<file path="src/rtl/core/pfx_pkg.sv">
package pfx_pkg;

    localparam int STACK_DEPTH = 16;
    localparam int ADDR_W      = $clog2(STACK_DEPTH);
    localparam int CNT_W       = $clog2(STACK_DEPTH + 1);
    localparam int DATA_W      = 32;
    localparam int DIV_CNT_W   = $clog2(DATA_W);

    localparam logic [7:0] CH_ZERO  = 8'h30;
    localparam logic [7:0] CH_NINE  = 8'h39;
    localparam logic [7:0] CH_PLUS  = 8'h2B;
    localparam logic [7:0] CH_MINUS = 8'h2D;
    localparam logic [7:0] CH_STAR  = 8'h2A;
    localparam logic [7:0] CH_SLASH = 8'h2F;
    localparam logic [7:0] CH_CARET = 8'h5E;

    typedef enum logic [2:0] {
        ST_OK      = 3'd0,
        ST_UNDER   = 3'd1,
        ST_OVER    = 3'd2,
        ST_DIVZERO = 3'd3,
        ST_BADSYM  = 3'd4,
        ST_EMPTY   = 3'd5
    } status_t;

    typedef enum logic [2:0] {
        OP_ADD,
        OP_SUB,
        OP_MUL,
        OP_DIV,
        OP_POW
    } alu_op_t;

    typedef enum logic [2:0] {
        A_IDLE,
        A_MUL,
        A_POW,
        A_DIV,
        A_DIV_END,
        A_DONE
    } alu_state_t;

    typedef enum logic [3:0] {
        T_IDLE,
        T_DECODE,
        T_RD_RHS,
        T_RD_LHS,
        T_EXEC,
        T_WAIT,
        T_FIN_RD,
        T_FIN_CAP
    } top_state_t;

    typedef struct packed {
        logic    start;
        alu_op_t op;
    } alu_req_t;

    typedef struct packed {
        logic              done;
        logic [DATA_W-1:0] result;
    } alu_rsp_t;

endpackage

</file>
<file path="src/rtl/core/pfx_alu.sv">
module pfx_alu (
    input  logic                           clk,
    input  logic                           rst_n,
    input  pfx_pkg::alu_req_t              req,
    input  logic [pfx_pkg::DATA_W-1:0]     a,
    input  logic [pfx_pkg::DATA_W-1:0]     b,
    output pfx_pkg::alu_rsp_t              rsp
);
    import pfx_pkg::*;

    alu_state_t          state_reg, state_next;
    logic [DATA_W-1:0]   res_reg, res_next;
    logic [DATA_W-1:0]   m_acc_reg, m_acc_next;
    logic [DATA_W-1:0]   m_cand_reg, m_cand_next;
    logic [DATA_W-1:0]   m_plier_reg, m_plier_next;
    logic                pow_mode_reg, pow_mode_next;
    logic                p_tgt_reg, p_tgt_next;
    logic                p_phase_reg, p_phase_next;
    logic [DATA_W-1:0]   p_acc_reg, p_acc_next;
    logic [DATA_W-1:0]   p_sq_reg, p_sq_next;
    logic [DATA_W-1:0]   p_e_reg, p_e_next;
    logic [DATA_W-1:0]   rem_reg, rem_next;
    logic [DATA_W-1:0]   quo_reg, quo_next;
    logic [DATA_W-1:0]   dvs_reg, dvs_next;
    logic                neg_reg, neg_next;
    logic [DIV_CNT_W-1:0] cnt_reg, cnt_next;

    logic [DATA_W-1:0]   a_mag, b_mag;
    logic [DATA_W:0]     shift_rem, trial;

    assign a_mag     = a[DATA_W-1] ? (~a + DATA_W'(1)) : a;
    assign b_mag     = b[DATA_W-1] ? (~b + DATA_W'(1)) : b;
    assign shift_rem = {rem_reg, quo_reg[DATA_W-1]};
    assign trial     = shift_rem - {1'b0, dvs_reg};

    // next state
    always_comb
    begin
        state_next = state_reg;
        case (state_reg)
            A_IDLE:
            begin
                if (req.start)
                begin
                    case (req.op)
                        OP_MUL:  state_next = A_MUL;
                        OP_DIV:  state_next = A_DIV;
                        OP_POW:  state_next = b[DATA_W-1] ? A_DONE : A_POW;
                        default: state_next = A_DONE;
                    endcase
                end
            end
            A_MUL:
            begin
                if (m_plier_reg == '0)
                    state_next = pow_mode_reg ? A_POW : A_DONE;
            end
            A_POW:
            begin
                if (p_e_reg == '0)
                    state_next = A_DONE;
                else if (!p_phase_reg && p_e_reg[0])
                    state_next = A_MUL;
                else if (p_phase_reg && (p_e_reg[DATA_W-1:1] != '0))
                    state_next = A_MUL;
            end
            A_DIV:
            begin
                if (cnt_reg == DIV_CNT_W'(DATA_W - 1))
                    state_next = A_DIV_END;
            end
            A_DIV_END: state_next = A_DONE;
            A_DONE:    state_next = A_IDLE;
            default:   state_next = A_IDLE;
        endcase
    end

    // datapath
    always_comb
    begin
        res_next      = res_reg;
        m_acc_next    = m_acc_reg;
        m_cand_next   = m_cand_reg;
        m_plier_next  = m_plier_reg;
        pow_mode_next = pow_mode_reg;
        p_tgt_next    = p_tgt_reg;
        p_phase_next  = p_phase_reg;
        p_acc_next    = p_acc_reg;
        p_sq_next     = p_sq_reg;
        p_e_next      = p_e_reg;
        rem_next      = rem_reg;
        quo_next      = quo_reg;
        dvs_next      = dvs_reg;
        neg_next      = neg_reg;
        cnt_next      = cnt_reg;
        case (state_reg)
            A_IDLE:
            begin
                if (req.start)
                begin
                    case (req.op)
                        OP_ADD: res_next = a + b;
                        OP_SUB: res_next = a - b;
                        OP_MUL:
                        begin
                            m_acc_next    = '0;
                            m_cand_next   = a;
                            m_plier_next  = b;
                            pow_mode_next = 1'b0;
                        end
                        OP_DIV:
                        begin
                            rem_next = '0;
                            quo_next = a_mag;
                            dvs_next = b_mag;
                            neg_next = a[DATA_W-1] ^ b[DATA_W-1];
                            cnt_next = '0;
                        end
                        OP_POW:
                        begin
                            // negative exponent: only unit bases survive
                            if (a == DATA_W'(1))
                                res_next = DATA_W'(1);
                            else if (a == '1)
                                res_next = b[0] ? '1 : DATA_W'(1);
                            else
                                res_next = '0;
                            p_acc_next    = DATA_W'(1);
                            p_sq_next     = a;
                            p_e_next      = b;
                            p_phase_next  = 1'b0;
                            pow_mode_next = 1'b1;
                        end
                        default: res_next = res_reg;
                    endcase
                end
            end
            A_MUL:
            begin
                if (m_plier_reg == '0)
                begin
                    res_next = m_acc_reg;
                    if (pow_mode_reg)
                    begin
                        if (p_tgt_reg)
                            p_sq_next = m_acc_reg;
                        else
                            p_acc_next = m_acc_reg;
                    end
                end
                else
                begin
                    if (m_plier_reg[0])
                        m_acc_next = m_acc_reg + m_cand_reg;
                    m_cand_next  = {m_cand_reg[DATA_W-2:0], 1'b0};
                    m_plier_next = {1'b0, m_plier_reg[DATA_W-1:1]};
                end
            end
            A_POW:
            begin
                if (p_e_reg == '0)
                    res_next = p_acc_reg;
                else if (!p_phase_reg)
                begin
                    p_phase_next = 1'b1;
                    if (p_e_reg[0])
                    begin
                        m_acc_next   = '0;
                        m_cand_next  = p_acc_reg;
                        m_plier_next = p_sq_reg;
                        p_tgt_next   = 1'b0;
                    end
                end
                else
                begin
                    p_phase_next = 1'b0;
                    p_e_next     = {1'b0, p_e_reg[DATA_W-1:1]};
                    m_acc_next   = '0;
                    m_cand_next  = p_sq_reg;
                    m_plier_next = p_sq_reg;
                    p_tgt_next   = 1'b1;
                end
            end
            A_DIV:
            begin
                if (!trial[DATA_W])
                begin
                    rem_next = trial[DATA_W-1:0];
                    quo_next = {quo_reg[DATA_W-2:0], 1'b1};
                end
                else
                begin
                    rem_next = shift_rem[DATA_W-1:0];
                    quo_next = {quo_reg[DATA_W-2:0], 1'b0};
                end
                cnt_next = cnt_reg + DIV_CNT_W'(1);
            end
            A_DIV_END:
            begin
                res_next = neg_reg ? (~quo_reg + DATA_W'(1)) : quo_reg;
            end
            default: res_next = res_reg;
        endcase
    end

    // outputs
    always_comb
    begin
        rsp.done   = (state_reg == A_DONE);
        rsp.result = res_reg;
    end

    always_ff @(posedge clk or negedge rst_n)
    begin
        if (!rst_n)
        begin
            state_reg <= A_IDLE;
            cnt_reg   <= '0;
        end
        else
        begin
            state_reg <= state_next;
            cnt_reg   <= cnt_next;
        end
    end

    always_ff @(posedge clk)
    begin
        res_reg      <= res_next;
        m_acc_reg    <= m_acc_next;
        m_cand_reg   <= m_cand_next;
        m_plier_reg  <= m_plier_next;
        pow_mode_reg <= pow_mode_next;
        p_tgt_reg    <= p_tgt_next;
        p_phase_reg  <= p_phase_next;
        p_acc_reg    <= p_acc_next;
        p_sq_reg     <= p_sq_next;
        p_e_reg      <= p_e_next;
        rem_reg      <= rem_next;
        quo_reg      <= quo_next;
        dvs_reg      <= dvs_next;
        neg_reg      <= neg_next;
    end

endmodule

</file>
<file path="src/rtl/core/postfix_expression_evaluator_unit.sv">
// Postfix evaluator: one ASCII character per item; digits push 0..9, + - * / ^ pop
// two operands and push the 32-bit wrapped result; the item with last set returns
// the top value and a status (0 ok, 1 underflow, 2 overflow, 3 divide by zero,
// 4 bad symbol, 5 empty), after which the stack and error clear. One item is in
// flight at a time. * shifts and adds once per significant bit of the right operand,
// / runs a restoring divide over all DATA_W quotient bits, and ^ runs one or two passes
// of the shared shift-add multiplier inside the ALU for every exponent bit. The last
// item then reads the top of the stack. Operands sit in a one-read, one-write stack
// memory of STACK_DEPTH words with a registered read port.
module postfix_expression_evaluator_unit (
    input  logic                          clk,
    input  logic                          rst_n,
    input  logic                          req_valid,
    output logic                          req_stall,
    input  logic [7:0]                    symbol,
    input  logic                          last,
    output logic                          rsp_valid,
    input  logic                          rsp_stall,
    output logic signed [pfx_pkg::DATA_W-1:0] value,
    output logic [2:0]                    status
);
    import pfx_pkg::*;

    top_state_t          state_reg, state_next;
    logic [CNT_W-1:0]    cnt_reg, cnt_next;
    status_t             err_reg, err_next;
    logic                out_valid_reg, out_valid_next;
    logic [DATA_W-1:0]   value_reg, value_next;
    status_t             status_reg, status_next;
    logic [7:0]          sym_reg;
    logic                last_reg;
    logic [DATA_W-1:0]   rhs_reg, rhs_next;

    logic [DATA_W-1:0]   stack_mem [STACK_DEPTH];
    logic [DATA_W-1:0]   rd_data_reg;
    logic [ADDR_W-1:0]   rd_addr, wr_addr;
    logic [DATA_W-1:0]   wr_data;
    logic                wr_en;

    logic [CNT_W-1:0]    cnt_m1, cnt_m2;
    logic                is_digit, is_op, stack_full, too_few, out_free, accept;
    alu_op_t             op_code;
    alu_req_t            alu_req;
    alu_rsp_t            alu_rsp;

    assign accept     = req_valid && !req_stall;
    assign cnt_m1     = cnt_reg - CNT_W'(1);
    assign cnt_m2     = cnt_reg - CNT_W'(2);
    assign is_digit   = (sym_reg >= CH_ZERO) && (sym_reg <= CH_NINE);
    assign stack_full = (cnt_reg == CNT_W'(STACK_DEPTH));
    assign too_few    = (cnt_reg < CNT_W'(2));
    assign out_free   = !out_valid_reg || !rsp_stall;

    always_comb
    begin
        is_op   = 1'b1;
        op_code = OP_ADD;
        case (sym_reg)
            CH_PLUS:  op_code = OP_ADD;
            CH_MINUS: op_code = OP_SUB;
            CH_STAR:  op_code = OP_MUL;
            CH_SLASH: op_code = OP_DIV;
            CH_CARET: op_code = OP_POW;
            default:  is_op = 1'b0;
        endcase
    end

    // next state
    always_comb
    begin
        state_next = state_reg;
        case (state_reg)
            T_IDLE:
            begin
                if (accept)
                    state_next = T_DECODE;
            end
            T_DECODE:
            begin
                if (err_reg == ST_OK && !is_digit && is_op && !too_few)
                    state_next = T_RD_RHS;
                else
                    state_next = last_reg ? T_FIN_RD : T_IDLE;
            end
            T_RD_RHS: state_next = T_RD_LHS;
            T_RD_LHS: state_next = T_EXEC;
            T_EXEC:
            begin
                if (op_code == OP_DIV && rhs_reg == '0)
                    state_next = last_reg ? T_FIN_RD : T_IDLE;
                else
                    state_next = T_WAIT;
            end
            T_WAIT:
            begin
                if (alu_rsp.done)
                    state_next = last_reg ? T_FIN_RD : T_IDLE;
            end
            T_FIN_RD: state_next = T_FIN_CAP;
            T_FIN_CAP:
            begin
                if (out_free)
                    state_next = T_IDLE;
            end
            default: state_next = T_IDLE;
        endcase
    end

    // outputs and datapath
    always_comb
    begin
        cnt_next       = cnt_reg;
        err_next       = err_reg;
        rhs_next       = rhs_reg;
        value_next     = value_reg;
        status_next    = status_reg;
        out_valid_next = out_valid_reg && rsp_stall;
        wr_en          = 1'b0;
        wr_addr        = cnt_reg[ADDR_W-1:0];
        wr_data        = DATA_W'(sym_reg - CH_ZERO);
        rd_addr        = (state_reg == T_RD_LHS) ? cnt_m2[ADDR_W-1:0] : cnt_m1[ADDR_W-1:0];
        alu_req.start  = 1'b0;
        alu_req.op     = op_code;
        case (state_reg)
            T_DECODE:
            begin
                if (err_reg == ST_OK)
                begin
                    if (is_digit)
                    begin
                        if (stack_full)
                            err_next = ST_OVER;
                        else
                        begin
                            wr_en    = 1'b1;
                            cnt_next = cnt_reg + CNT_W'(1);
                        end
                    end
                    else if (!is_op)
                        err_next = ST_BADSYM;
                    else if (too_few)
                        err_next = ST_UNDER;
                end
            end
            T_RD_LHS: rhs_next = rd_data_reg;
            T_EXEC:
            begin
                if (op_code == OP_DIV && rhs_reg == '0)
                    err_next = ST_DIVZERO;
                else
                    alu_req.start = 1'b1;
            end
            T_WAIT:
            begin
                if (alu_rsp.done)
                begin
                    wr_en    = 1'b1;
                    wr_addr  = cnt_m2[ADDR_W-1:0];
                    wr_data  = alu_rsp.result;
                    cnt_next = cnt_m1;
                end
            end
            T_FIN_CAP:
            begin
                if (out_free)
                begin
                    out_valid_next = 1'b1;
                    if (err_reg != ST_OK)
                    begin
                        value_next  = '0;
                        status_next = err_reg;
                    end
                    else if (cnt_reg == '0)
                    begin
                        value_next  = '0;
                        status_next = ST_EMPTY;
                    end
                    else
                    begin
                        value_next  = rd_data_reg;
                        status_next = ST_OK;
                    end
                    cnt_next = '0;
                    err_next = ST_OK;
                end
            end
            default: cnt_next = cnt_reg;
        endcase
    end

    pfx_alu u_alu (
        .clk   (clk),
        .rst_n (rst_n),
        .req   (alu_req),
        .a     (rd_data_reg),
        .b     (rhs_reg),
        .rsp   (alu_rsp)
    );

    always_ff @(posedge clk)
    begin
        if (wr_en)
            stack_mem[wr_addr] <= wr_data;
        rd_data_reg <= stack_mem[rd_addr];
    end

    always_ff @(posedge clk or negedge rst_n)
    begin
        if (!rst_n)
        begin
            state_reg     <= T_IDLE;
            cnt_reg       <= '0;
            err_reg       <= ST_OK;
            out_valid_reg <= 1'b0;
        end
        else
        begin
            state_reg     <= state_next;
            cnt_reg       <= cnt_next;
            err_reg       <= err_next;
            out_valid_reg <= out_valid_next;
        end
    end

    always_ff @(posedge clk)
    begin
        if (accept)
        begin
            sym_reg  <= symbol;
            last_reg <= last;
        end
        rhs_reg    <= rhs_next;
        value_reg  <= value_next;
        status_reg <= status_next;
    end

    assign req_stall = (state_reg != T_IDLE);
    assign rsp_valid = out_valid_reg;
    assign value     = value_reg;
    assign status    = status_reg;

`ifndef SYNTH
    a_cnt_bound: assert property (@(posedge clk) disable iff (!rst_n)
        cnt_reg <= CNT_W'(STACK_DEPTH))
        else $error("stack count beyond depth");

    a_fin_clears: assert property (@(posedge clk) disable iff (!rst_n)
        (state_reg == T_FIN_CAP) && out_free |=> rsp_valid && (cnt_reg == '0)
            && (err_reg == ST_OK))
        else $error("result not loaded or stack not cleared");

    a_alu_done_wait: assert property (@(posedge clk) disable iff (!rst_n)
        alu_rsp.done |-> (state_reg == T_WAIT))
        else $error("ALU finished outside wait state");
`endif

endmodule
</file>
<file path="config.mk">
export PLATFORM = sky130hd
export DESIGN_NAME = postfix_expression_evaluator_unit
export DESIGN_NICKNAME = d
export VERILOG_FILES = /design/src/rtl/core/pfx_pkg.sv /design/src/rtl/core/pfx_alu.sv /design/src/rtl/core/postfix_expression_evaluator_unit.sv
export SDC_FILE = /design/constraint.sdc
export NUM_CORES = 2
export LEC_CHECK = 0
export ABC_AREA = 1
export BUFFER_PORTS_ARGS = -buffer_cell sky130_fd_sc_hd__buf_2
export CAP_MARGIN = 15
export CORE_UTILIZATION = 50
export CTS_BUF_LIST = sky130_fd_sc_hd__clkbuf_8
export DETAILED_ROUTE_END_ITERATION = 10
export PLACE_DENSITY = 0.72
export SYNTH_ARGS = -nofsm -noshare
export SYNTH_HDL_FRONTEND = slang
export SYNTH_HIERARCHICAL = 1
export SYNTH_SLANG_ARGS = --single-unit
</file>
<file path="constraint.sdc">
create_clock -name clk -period 9 [get_ports clk]
set_clock_uncertainty 0.05 [all_clocks]
set_input_delay 1.8 -clock clk [delete_from_list [all_inputs] [get_ports clk]]
set_output_delay 1.8 -clock clk [all_outputs]
set_load 0.03 [all_outputs]
</file>
; Word-level counts from Yosys, hierarchy flattened
; Memories as Yosys holds them, arrays and structs flattened. A register that Yosys moved wholly into a read port is not among the register bits.
; Cells that the tools add are included.
[word_totals]
wordCells = 271
mem_count = 1
regBits = 421
ram_bits = 512
[memory_table]
columns = name, words, word_bits, read_ports, rd_clocked_by_memory_dff, write_ports, line
row1 = stack_mem, 16, 32, 1, 1, 1, postfix_expression_evaluator_unit.sv:34  ; logic [DATA_W-1:0] stack_mem [STACK_DEPTH];
[classes]
n_eq_ne = 51
mux = 119
order_cmp = 3
n_bitwise = 5
add_sub_neg = 12
n_reduce_logical = 54
[ops]
columns = operator, n
row1 = 32-bit 2-to-1 mux, 48
row2 = 32-bit one-hot mux with 3 select lines, 4
row3 = 32-bit one-hot mux with 2 select lines, 5
row4 = 32-bit one-hot mux with 4 select lines, 1
row5 = "32-bit by 1-bit adder with 32-bit output, second input constant", 3
row6 = 32-bit zero test, 3
row7 = 32-bit NOT, 3
row8 = 32-bit adder, 2
row9 = 3-bit 2-to-1 mux, 20
row10 = 5-bit 2-to-1 mux, 7
row11 = 33-bit by 32-bit subtractor with 33-bit output, 1
row12 = "32-bit by 1-bit equality test with 1-bit output, second input constant", 1
row13 = "32-bit equality test, second input constant", 1
row14 = "8-bit by 6-bit equality test with 1-bit output, second input constant", 4
row15 = 4-bit one-hot mux with 8 select lines, 1
row16 = 32-bit subtractor, 1
row17 = 31-bit 2-to-1 mux, 1
row18 = 31-bit nonzero test, 1
row19 = 6-bit AND reduction, 5
row20 = "2-bit != test, second input constant", 13
row21 = 4-bit 2-to-1 mux, 6
row22 = 3-bit one-hot mux with 3 select lines, 2
row23 = 1-bit 2-to-1 mux, 17
row24 = "4-bit by 3-bit equality test with 1-bit output, second input constant", 4
row25 = 43 further kinds, 90

; Logic depth before layout (Yosys ltp)
[logic_depth]
depth_word = 8
ltp_mapped = 27

; By module
; The synthesis kept the hierarchy.
[modules_own_cells]
columns = mod, area_per_inst_um2, n_inst, cells_each
row1 = postfix_expression_evaluator_unit, 25533.2, 1, 2147
row2 = pfx_alu, 24688.7, 1, 3389

; Worst setup path after synthesis
; OpenSTA, ideal clock, no wires.
[synth_timing]
kind = flip-flop to flip-flop
start = reg sym_reg[4]
end = reg u_alu.m_acc_reg[0] (enable)
arrival_ns = 4.894
stages_incl_launch_ff = 12
setup_ns = 0.391
required_ns = 8.559
synth_period_minus_slack_ns = 5.335
path_slack_ns = 3.665
cell_sequence = edfxtp_1 inv_1 ha_1 inv_1 nor2_1 o21ai_0 inv_1 inv_1 nor3_1 o22ai_1 nor3_2 o21a_1
[synth_rtl]
columns = element, line
row1 = "start, declared", postfix_expression_evaluator_unit.sv:30  ; logic [7:0] sym_reg;
row2 = "start signal, assigned", postfix_expression_evaluator_unit.sv:229  ; sym_reg <= symbol;
row3 = "end signal, assigned", pfx_alu.sv:230  ; m_acc_reg <= m_acc_next;
row4 = "end, declared", pfx_alu.sv:13  ; logic [DATA_W-1:0] m_acc_reg, m_acc_next;

==> report_table.html <==
<table>
<tr><th>Metric</th><th>Value</th></tr>
<tr><th colspan="2">Status</th></tr>
<tr><td>Result of the run</td><td>completed</td></tr>
<tr><th colspan="2">Placed design</th></tr>
<tr><td>HPWL after detailed placement</td><td>approximately 110,000 µm</td></tr>
<tr><td>Total of buffers placed on input and output ports</td><td>a little under 50</td></tr>
<tr><td>Cell area reported after detailed placement</td><td>0.05192 mm²</td></tr>
<tr><td>Placer's final routability congestion estimate</td><td>1.018</td></tr>
<tr><td>DP Worst Slack</td><td>roughly 4.4 ns</td></tr>
<tr><th colspan="2">Yosys</th></tr>
<tr><td>Primary flip-flop cell chosen by synthesis mapping</td><td>sky130_fd_sc_hd__edfxtp_1</td></tr>
<tr><td>Number of distinct standard cells referenced by the synthesized netlist</td><td>61</td></tr>
<tr><td>Top post-synthesis cells by count</td><td>sky130_fd_sc_hd__nand2_1, sky130_fd_sc_hd__edfxtp_1, sky130_fd_sc_hd__nor2_1, sky130_fd_sc_hd__inv_1, sky130_fd_sc_hd__o21ai_0</td></tr>
<tr><td>Count of flip-flops with a built-in enable after synthesis</td><td>about 910</td></tr>
<tr><td>Post-synth top area share</td><td>54.53%</td></tr>
<tr><td>Cells after synthesis</td><td>approximately 5,500</td></tr>
<tr><td>Synth Area per Inst</td><td>a little over 9 µm²</td></tr>
<tr><td>Number of register bits inferred by synthesis</td><td>between 900 and 1,000</td></tr>
<tr><td>Total of warnings raised by yosys</td><td>6</td></tr>
<tr><td>Synth Cell Area</td><td>0.05022 mm²</td></tr>
<tr><td>Share of async-settable or async-resettable flops after synthesis</td><td>approximately 2.1%</td></tr>
<tr><td>Top-count cell post-synth</td><td>sky130_fd_sc_hd__nand2_1</td></tr>
<tr><td>Post-synth top area cell</td><td>sky130_fd_sc_hd__edfxtp_1</td></tr>
<tr><td>Top cells by area, synth</td><td>sky130_fd_sc_hd__edfxtp_1, sky130_fd_sc_hd__nand2_1, sky130_fd_sc_hd__nor2_1</td></tr>
<tr><td>Post-Synthesis Net Count</td><td>roughly 5,700</td></tr>
<tr><td>Sequential-to-total area share from yosys stat</td><td>a little under three fifths</td></tr>
<tr><th colspan="2">Setup path</th></tr>
<tr><td>Critical path capture point type</td><td>register</td></tr>
<tr><td>Critical path startpoint category</td><td>register</td></tr>
<tr><td>Arrival time worst endpoint</td><td>5.40 ns</td></tr>
<tr><td>Cells traversed along the worst timing path</td><td>inv_1 &gt; ha_1 &gt; inv_1 &gt; nor2_1 &gt; nand3_1 &gt; inv_1 &gt; inv_1 &gt; nor2_1 &gt; nand2_2 &gt; o21ai_0 &gt; ha_1 &gt; a21oi_1 &gt; nand2_1 &gt; a21oi_1 &gt; nor2_1 &gt; nor2_1 &gt; nand3_1 &gt; nand3_1 &gt; nand2_1 &gt; nand2_1 &gt; inv_1</td></tr>
<tr><td>Register-to-register setup slack</td><td>4.19 ns</td></tr>
<tr><td>WP buf/inv</td><td>5</td></tr>
<tr><td>Slowest stage delay, CP</td><td>between 0.8 and 0.9 ns</td></tr>
<tr><td>Most frequent cell on the critical path</td><td>sky130_fd_sc_hd__inv_1</td></tr>
<tr><td>Largest delay contributor family on the critical path</td><td>simple AND/OR/NAND/NOR gates</td></tr>
<tr><td>FF-to-FF End</td><td>u_alu/res_reg[26]$_DFFE_PP_</td></tr>
<tr><td>Beginning of the worst register-to-register path</td><td>sym_reg[4]$_DFFE_PP_</td></tr>
<tr><td>Top fanout value on the critical path</td><td>63</td></tr>
<tr><td>Number of cells traversed by the worst register-to-register path</td><td>21</td></tr>
<tr><td>CP required</td><td>between 9 and 10 ns</td></tr>
<tr><td>Worst setup path category</td><td>register to register</td></tr>
<tr><td>Critical-path cell with the highest stage delay</td><td>sky130_fd_sc_hd__o21ai_0</td></tr>
<tr><th colspan="2">STA</th></tr>
<tr><td>Min Clock Period, post-route</td><td>4.811 ns</td></tr>
<tr><td>Slew margin rel.</td><td>a little under a quarter</td></tr>
<tr><td>Total Neg Setup Slack</td><td>0 ns</td></tr>
<tr><td>RSZ-0062 raised after global routing</td><td>no</td></tr>
<tr><td>Final worst-path setup slack</td><td>~4.2 ns</td></tr>
<tr><td>Fmax</td><td>207.9 MHz</td></tr>
<tr><td>Setup-failing EPs final</td><td>0</td></tr>
<tr><td>Post-route clock period utilization</td><td>approximately 53%</td></tr>
<tr><td>Number of max-slew violations in the final report</td><td>0</td></tr>
<tr><td>Slew at the pin closest to its max-slew limit</td><td>1.146 ns</td></tr>
<tr><td>Final hold violations</td><td>0</td></tr>
<tr><th colspan="2">Pwr</th></tr>
<tr><td>Switching portion of total power</td><td>a little under half</td></tr>
<tr><td>Leakage component of the power</td><td>22.33 nW</td></tr>
<tr><td>Switching pwr</td><td>~9.5 mW</td></tr>
<tr><td>Total Power Consumption</td><td>approximately 20 mW</td></tr>
<tr><td>Internal Dissipation</td><td>about 11 mW</td></tr>
<tr><td>Power per Cell Area</td><td>between 300 and 400 mW/mm²</td></tr>
<tr><td>Part of the power in the clock network</td><td>between 10% and 20%</td></tr>
<tr><td>Proportion of power drawn by flip-flops and latches</td><td>35.2%</td></tr>
<tr><td>Part of the total power dissipated in combinational logic</td><td>between 40% and 50%</td></tr>
<tr><td>Maximum resistive drop on vdd</td><td>about 0.00043 V</td></tr>
<tr><th colspan="2">Detailed routing</th></tr>
<tr><td>Final routed wirelength across all metal layers</td><td>roughly 160,000 µm</td></tr>
<tr><td>Vias per std cell</td><td>a little under 6</td></tr>
<tr><td>Violation count after the first detailed-routing iteration</td><td>just over 5,000</td></tr>
<tr><td>Final antenna-violating net count</td><td>0</td></tr>
<tr><td>Average routed wire per standard cell</td><td>22.43 µm</td></tr>
<tr><td>Via count of the routed design</td><td>between 40,000 and 50,000</td></tr>
<tr><td>Drt drc</td><td>0</td></tr>
<tr><td>Number of iterations in the first detailed-routing pass</td><td>6</td></tr>
<tr><th colspan="2">Clock network</th></tr>
<tr><td>TritonCTS clock tree</td><td>built</td></tr>
<tr><td>Number of H-tree branching levels</td><td>4</td></tr>
<tr><td>Number of buffers inserted by post-CTS setup repair</td><td>0</td></tr>
<tr><td>Cell chosen for the clock root</td><td>sky130_fd_sc_hd__clkbuf_8</td></tr>
<tr><td>Total CTS buffers</td><td>roughly 160</td></tr>
<tr><td>Register clock-pin slew on the reported worst setup and hold paths</td><td>approximately 0.07 ns</td></tr>
<tr><td>Hold-fix buffers, CTS</td><td>0</td></tr>
<tr><td>Number of buffers on the longest clock path</td><td>3</td></tr>
<tr><td>Worst-Skew Late Latency</td><td>0.89 ns</td></tr>
<tr><td>Num Clock Sinks</td><td>slightly below 1,000</td></tr>
<tr><td>Count of instances resized after the clock tree is built</td><td>0</td></tr>
<tr><th colspan="2">Floorplanning</th></tr>
<tr><td>Number of I/O pins</td><td>50</td></tr>
<tr><td>Starting utilization of the core area</td><td>50.73%</td></tr>
<tr><td>Die height</td><td>roughly 320 µm</td></tr>
<tr><td>Core ar.</td><td>0.09899 mm²</td></tr>
<tr><td>Die boundary width</td><td>around 320 µm</td></tr>
<tr><td>DIE AREA</td><td>0.1017 mm²</td></tr>
<tr><td>Number of standard-cell rows in the floorplan</td><td>115</td></tr>
<tr><th colspan="2">Worst hold path</th></tr>
<tr><td>Number of stages on the worst hold path</td><td>0</td></tr>
<tr><td>End point of the most critical hold path</td><td>status[1]$_SDFFCE_PN0P_</td></tr>
<tr><td>Kind of path behind the tightest hold check</td><td>register to register</td></tr>
<tr><td>Origin of the worst min-delay path</td><td>err_reg[1]$_DFFE_PN0P_</td></tr>
<tr><th colspan="2">GRT</th></tr>
<tr><td>Residual overflow from global routing</td><td>0</td></tr>
<tr><td>Overall routing resource usage</td><td>between 30 and 40%</td></tr>
<tr><td>Number of global-route vias before repair</td><td>roughly 38,000</td></tr>
<tr><td>Largest net degree at the start of global routing</td><td>between 200 and 250</td></tr>
<tr><td>Initial antenna violation count</td><td>5</td></tr>
<tr><td>Global-route wire length before repair</td><td>approximately 230,000 µm</td></tr>
<tr><th colspan="2">Cells and area</th></tr>
<tr><td>Largest register FFs</td><td>between 500 and 600</td></tr>
<tr><td>Ratio of cells with drive above 1 in the final layout</td><td>7.501%</td></tr>
<tr><td>Area taken by flip-flops and latches</td><td>approximately 0.029 mm²</td></tr>
<tr><td>Nets@finish</td><td>roughly 5,700</td></tr>
<tr><td>Number of filler cells placed in the layout</td><td>8,854</td></tr>
<tr><td>Area growth from synthesis to final layout</td><td>9.479%</td></tr>
<tr><td>Post-route standard cell area excluding fillers</td><td>roughly 0.055 mm²</td></tr>
<tr><td>Multi-input combinational cell area</td><td>approximately 0.018 mm²</td></tr>
<tr><td>Largest Register</td><td>stack_mem</td></tr>
<tr><td>Util after Layout</td><td>55.54%</td></tr>
<tr><th colspan="2">Run</th></tr>
<tr><td># Max-Cap Violations</td><td>0</td></tr>
</table>
[per-layer routing]
| metal | part of all wire, % | vias to the layer above | track usage [%] |
|---|---|---|---|
| li1 | - | 18949 | - |
| met1 | 41 | 19262 | 41.85 |
| met2 | 45 | 2170 | 47.68 |
| met3 | 9.5 | 402 | 5.436 |
| met4 | 4.5 | 2 | 14.22 |
| met5 | 0.0082 | - | 0 |
[per-stage QoR]
stage	hold slack (ns)	cells
global route	0.4538	7036
detailed placement	0.4300	6734
floorplan	0.3959	5536
CTS	0.4462	7033
global placement	0.4314	6734
finish	0.4457	7037
[how the worst max path moves through the flow]
stage | startpoint | to | slack [ns] | depth (start not counted)
final | sym_reg[4]$_DFFE_PP_ | u_alu/res_reg[26]$_DFFE_PP_ | 4.19 | 21
after global routing | sym_reg[4]$_DFFE_PP_ | u_alu/res_reg[26]$_DFFE_PP_ | 3.80 | 21
after CTS | sym_reg[4]$_DFFE_PP_ | u_alu/res_reg[26]$_DFFE_PP_ | 4.42 | 21
after detailed placement | sym_reg[4]$_DFFE_PP_ | u_alu/res_reg[26]$_DFFE_PP_ | 4.43 | 21
after global placement | sym_reg[4]$_DFFE_PP_ | u_alu/res_reg[26]$_DFFE_PP_ | 4.44 | 21
after floorplan | sym_reg[4]$_DFFE_PP_ | u_alu/m_acc_reg[0]$_SDFFCE_PN0P_ | 3.67 | 11
[power by group through the flow]
stage / Combinational (mW) / Sequential [mW] / Clock, mW
2_1_floorplan: 6.43 / 6.85 / 0
3_3_place_gp: 9.16 / 7.22 / 0
3_5_place_dp: 9.26 / 7.23 / 0
4_1_cts: 9.32 / 7.15 / 3.78
5_1_grt: 10.4 / 7.22 / 3.97
6_report: 9.52 / 7.19 / 3.73
[cells in the final DEF, fill, tap and decap left out, drive strengths merged, types with 6 or more instances in the layout]
cell / n
nand2: 1175
edfxtp: 912
inv: 774
nor2: 774
o21ai: 549
nand3: 384
a21oi: 177
clkbuf: 170
o211ai: 129
buf: 122
ha: 110
xor2: 73
nor3: 56
clkinv: 51
nand4: 48
o221ai: 34
o21bai: 32
dfxtp: 32
dfrtp: 20
nand3b: 16
a211oi: 15
nor4: 14
or2: 9
o22ai: 8
a31oi: 8
o21a: 6
[kinds of logic (layout without fill, tap and decap cells)]
logic type	after synthesis	in the layout	synth area share, %
DFF	964	964	56.80
and+or+nand+nor	2487	2487	20.50
AOI/OAI and AO/OA	980	980	11.24
buffers and inverters	914	1124	7.207
adders and majority gates	113	113	2.860
other	0	4	0
xor gates and xnor gates	78	78	1.390
[worst register-to-register path: stages, from the launching register on]
cell                       delay [ns]
sky130_fd_sc_hd__edfxtp_1        0.44
sky130_fd_sc_hd__inv_1           0.09
sky130_fd_sc_hd__ha_1            0.16
sky130_fd_sc_hd__inv_1           0.04
sky130_fd_sc_hd__nor2_1          0.18
sky130_fd_sc_hd__nand3_1         0.15
sky130_fd_sc_hd__inv_1           0.12
sky130_fd_sc_hd__inv_1           0.06
sky130_fd_sc_hd__nor2_1          0.15
sky130_fd_sc_hd__nand2_2         0.62
sky130_fd_sc_hd__o21ai_0         0.90
sky130_fd_sc_hd__ha_1            0.42
sky130_fd_sc_hd__a21oi_1         0.31
sky130_fd_sc_hd__nand2_1         0.12
sky130_fd_sc_hd__a21oi_1         0.24
sky130_fd_sc_hd__nor2_1          0.07
sky130_fd_sc_hd__nor2_1          0.12
sky130_fd_sc_hd__nand3_1         0.08
sky130_fd_sc_hd__nand3_1         0.08
sky130_fd_sc_hd__nand2_1         0.05
sky130_fd_sc_hd__nand2_1         0.09
sky130_fd_sc_hd__inv_1           0.04
[cell type report]
cell class / count / share of cell area (%)
Tap cell: 1287 / 2.929
Clock buffer: 170 / 4.255
Timing Repair Buffer: 122 / 1.488
Clock inverter: 129 / 1.293
Multi-Input combinational cell: 3658 / 33.33
Sequential cell: 964 / 51.88
Inverter: 703 / 4.799
Antenna cell: 4 / 0.01820
Power figures use the tool's default switching activity.
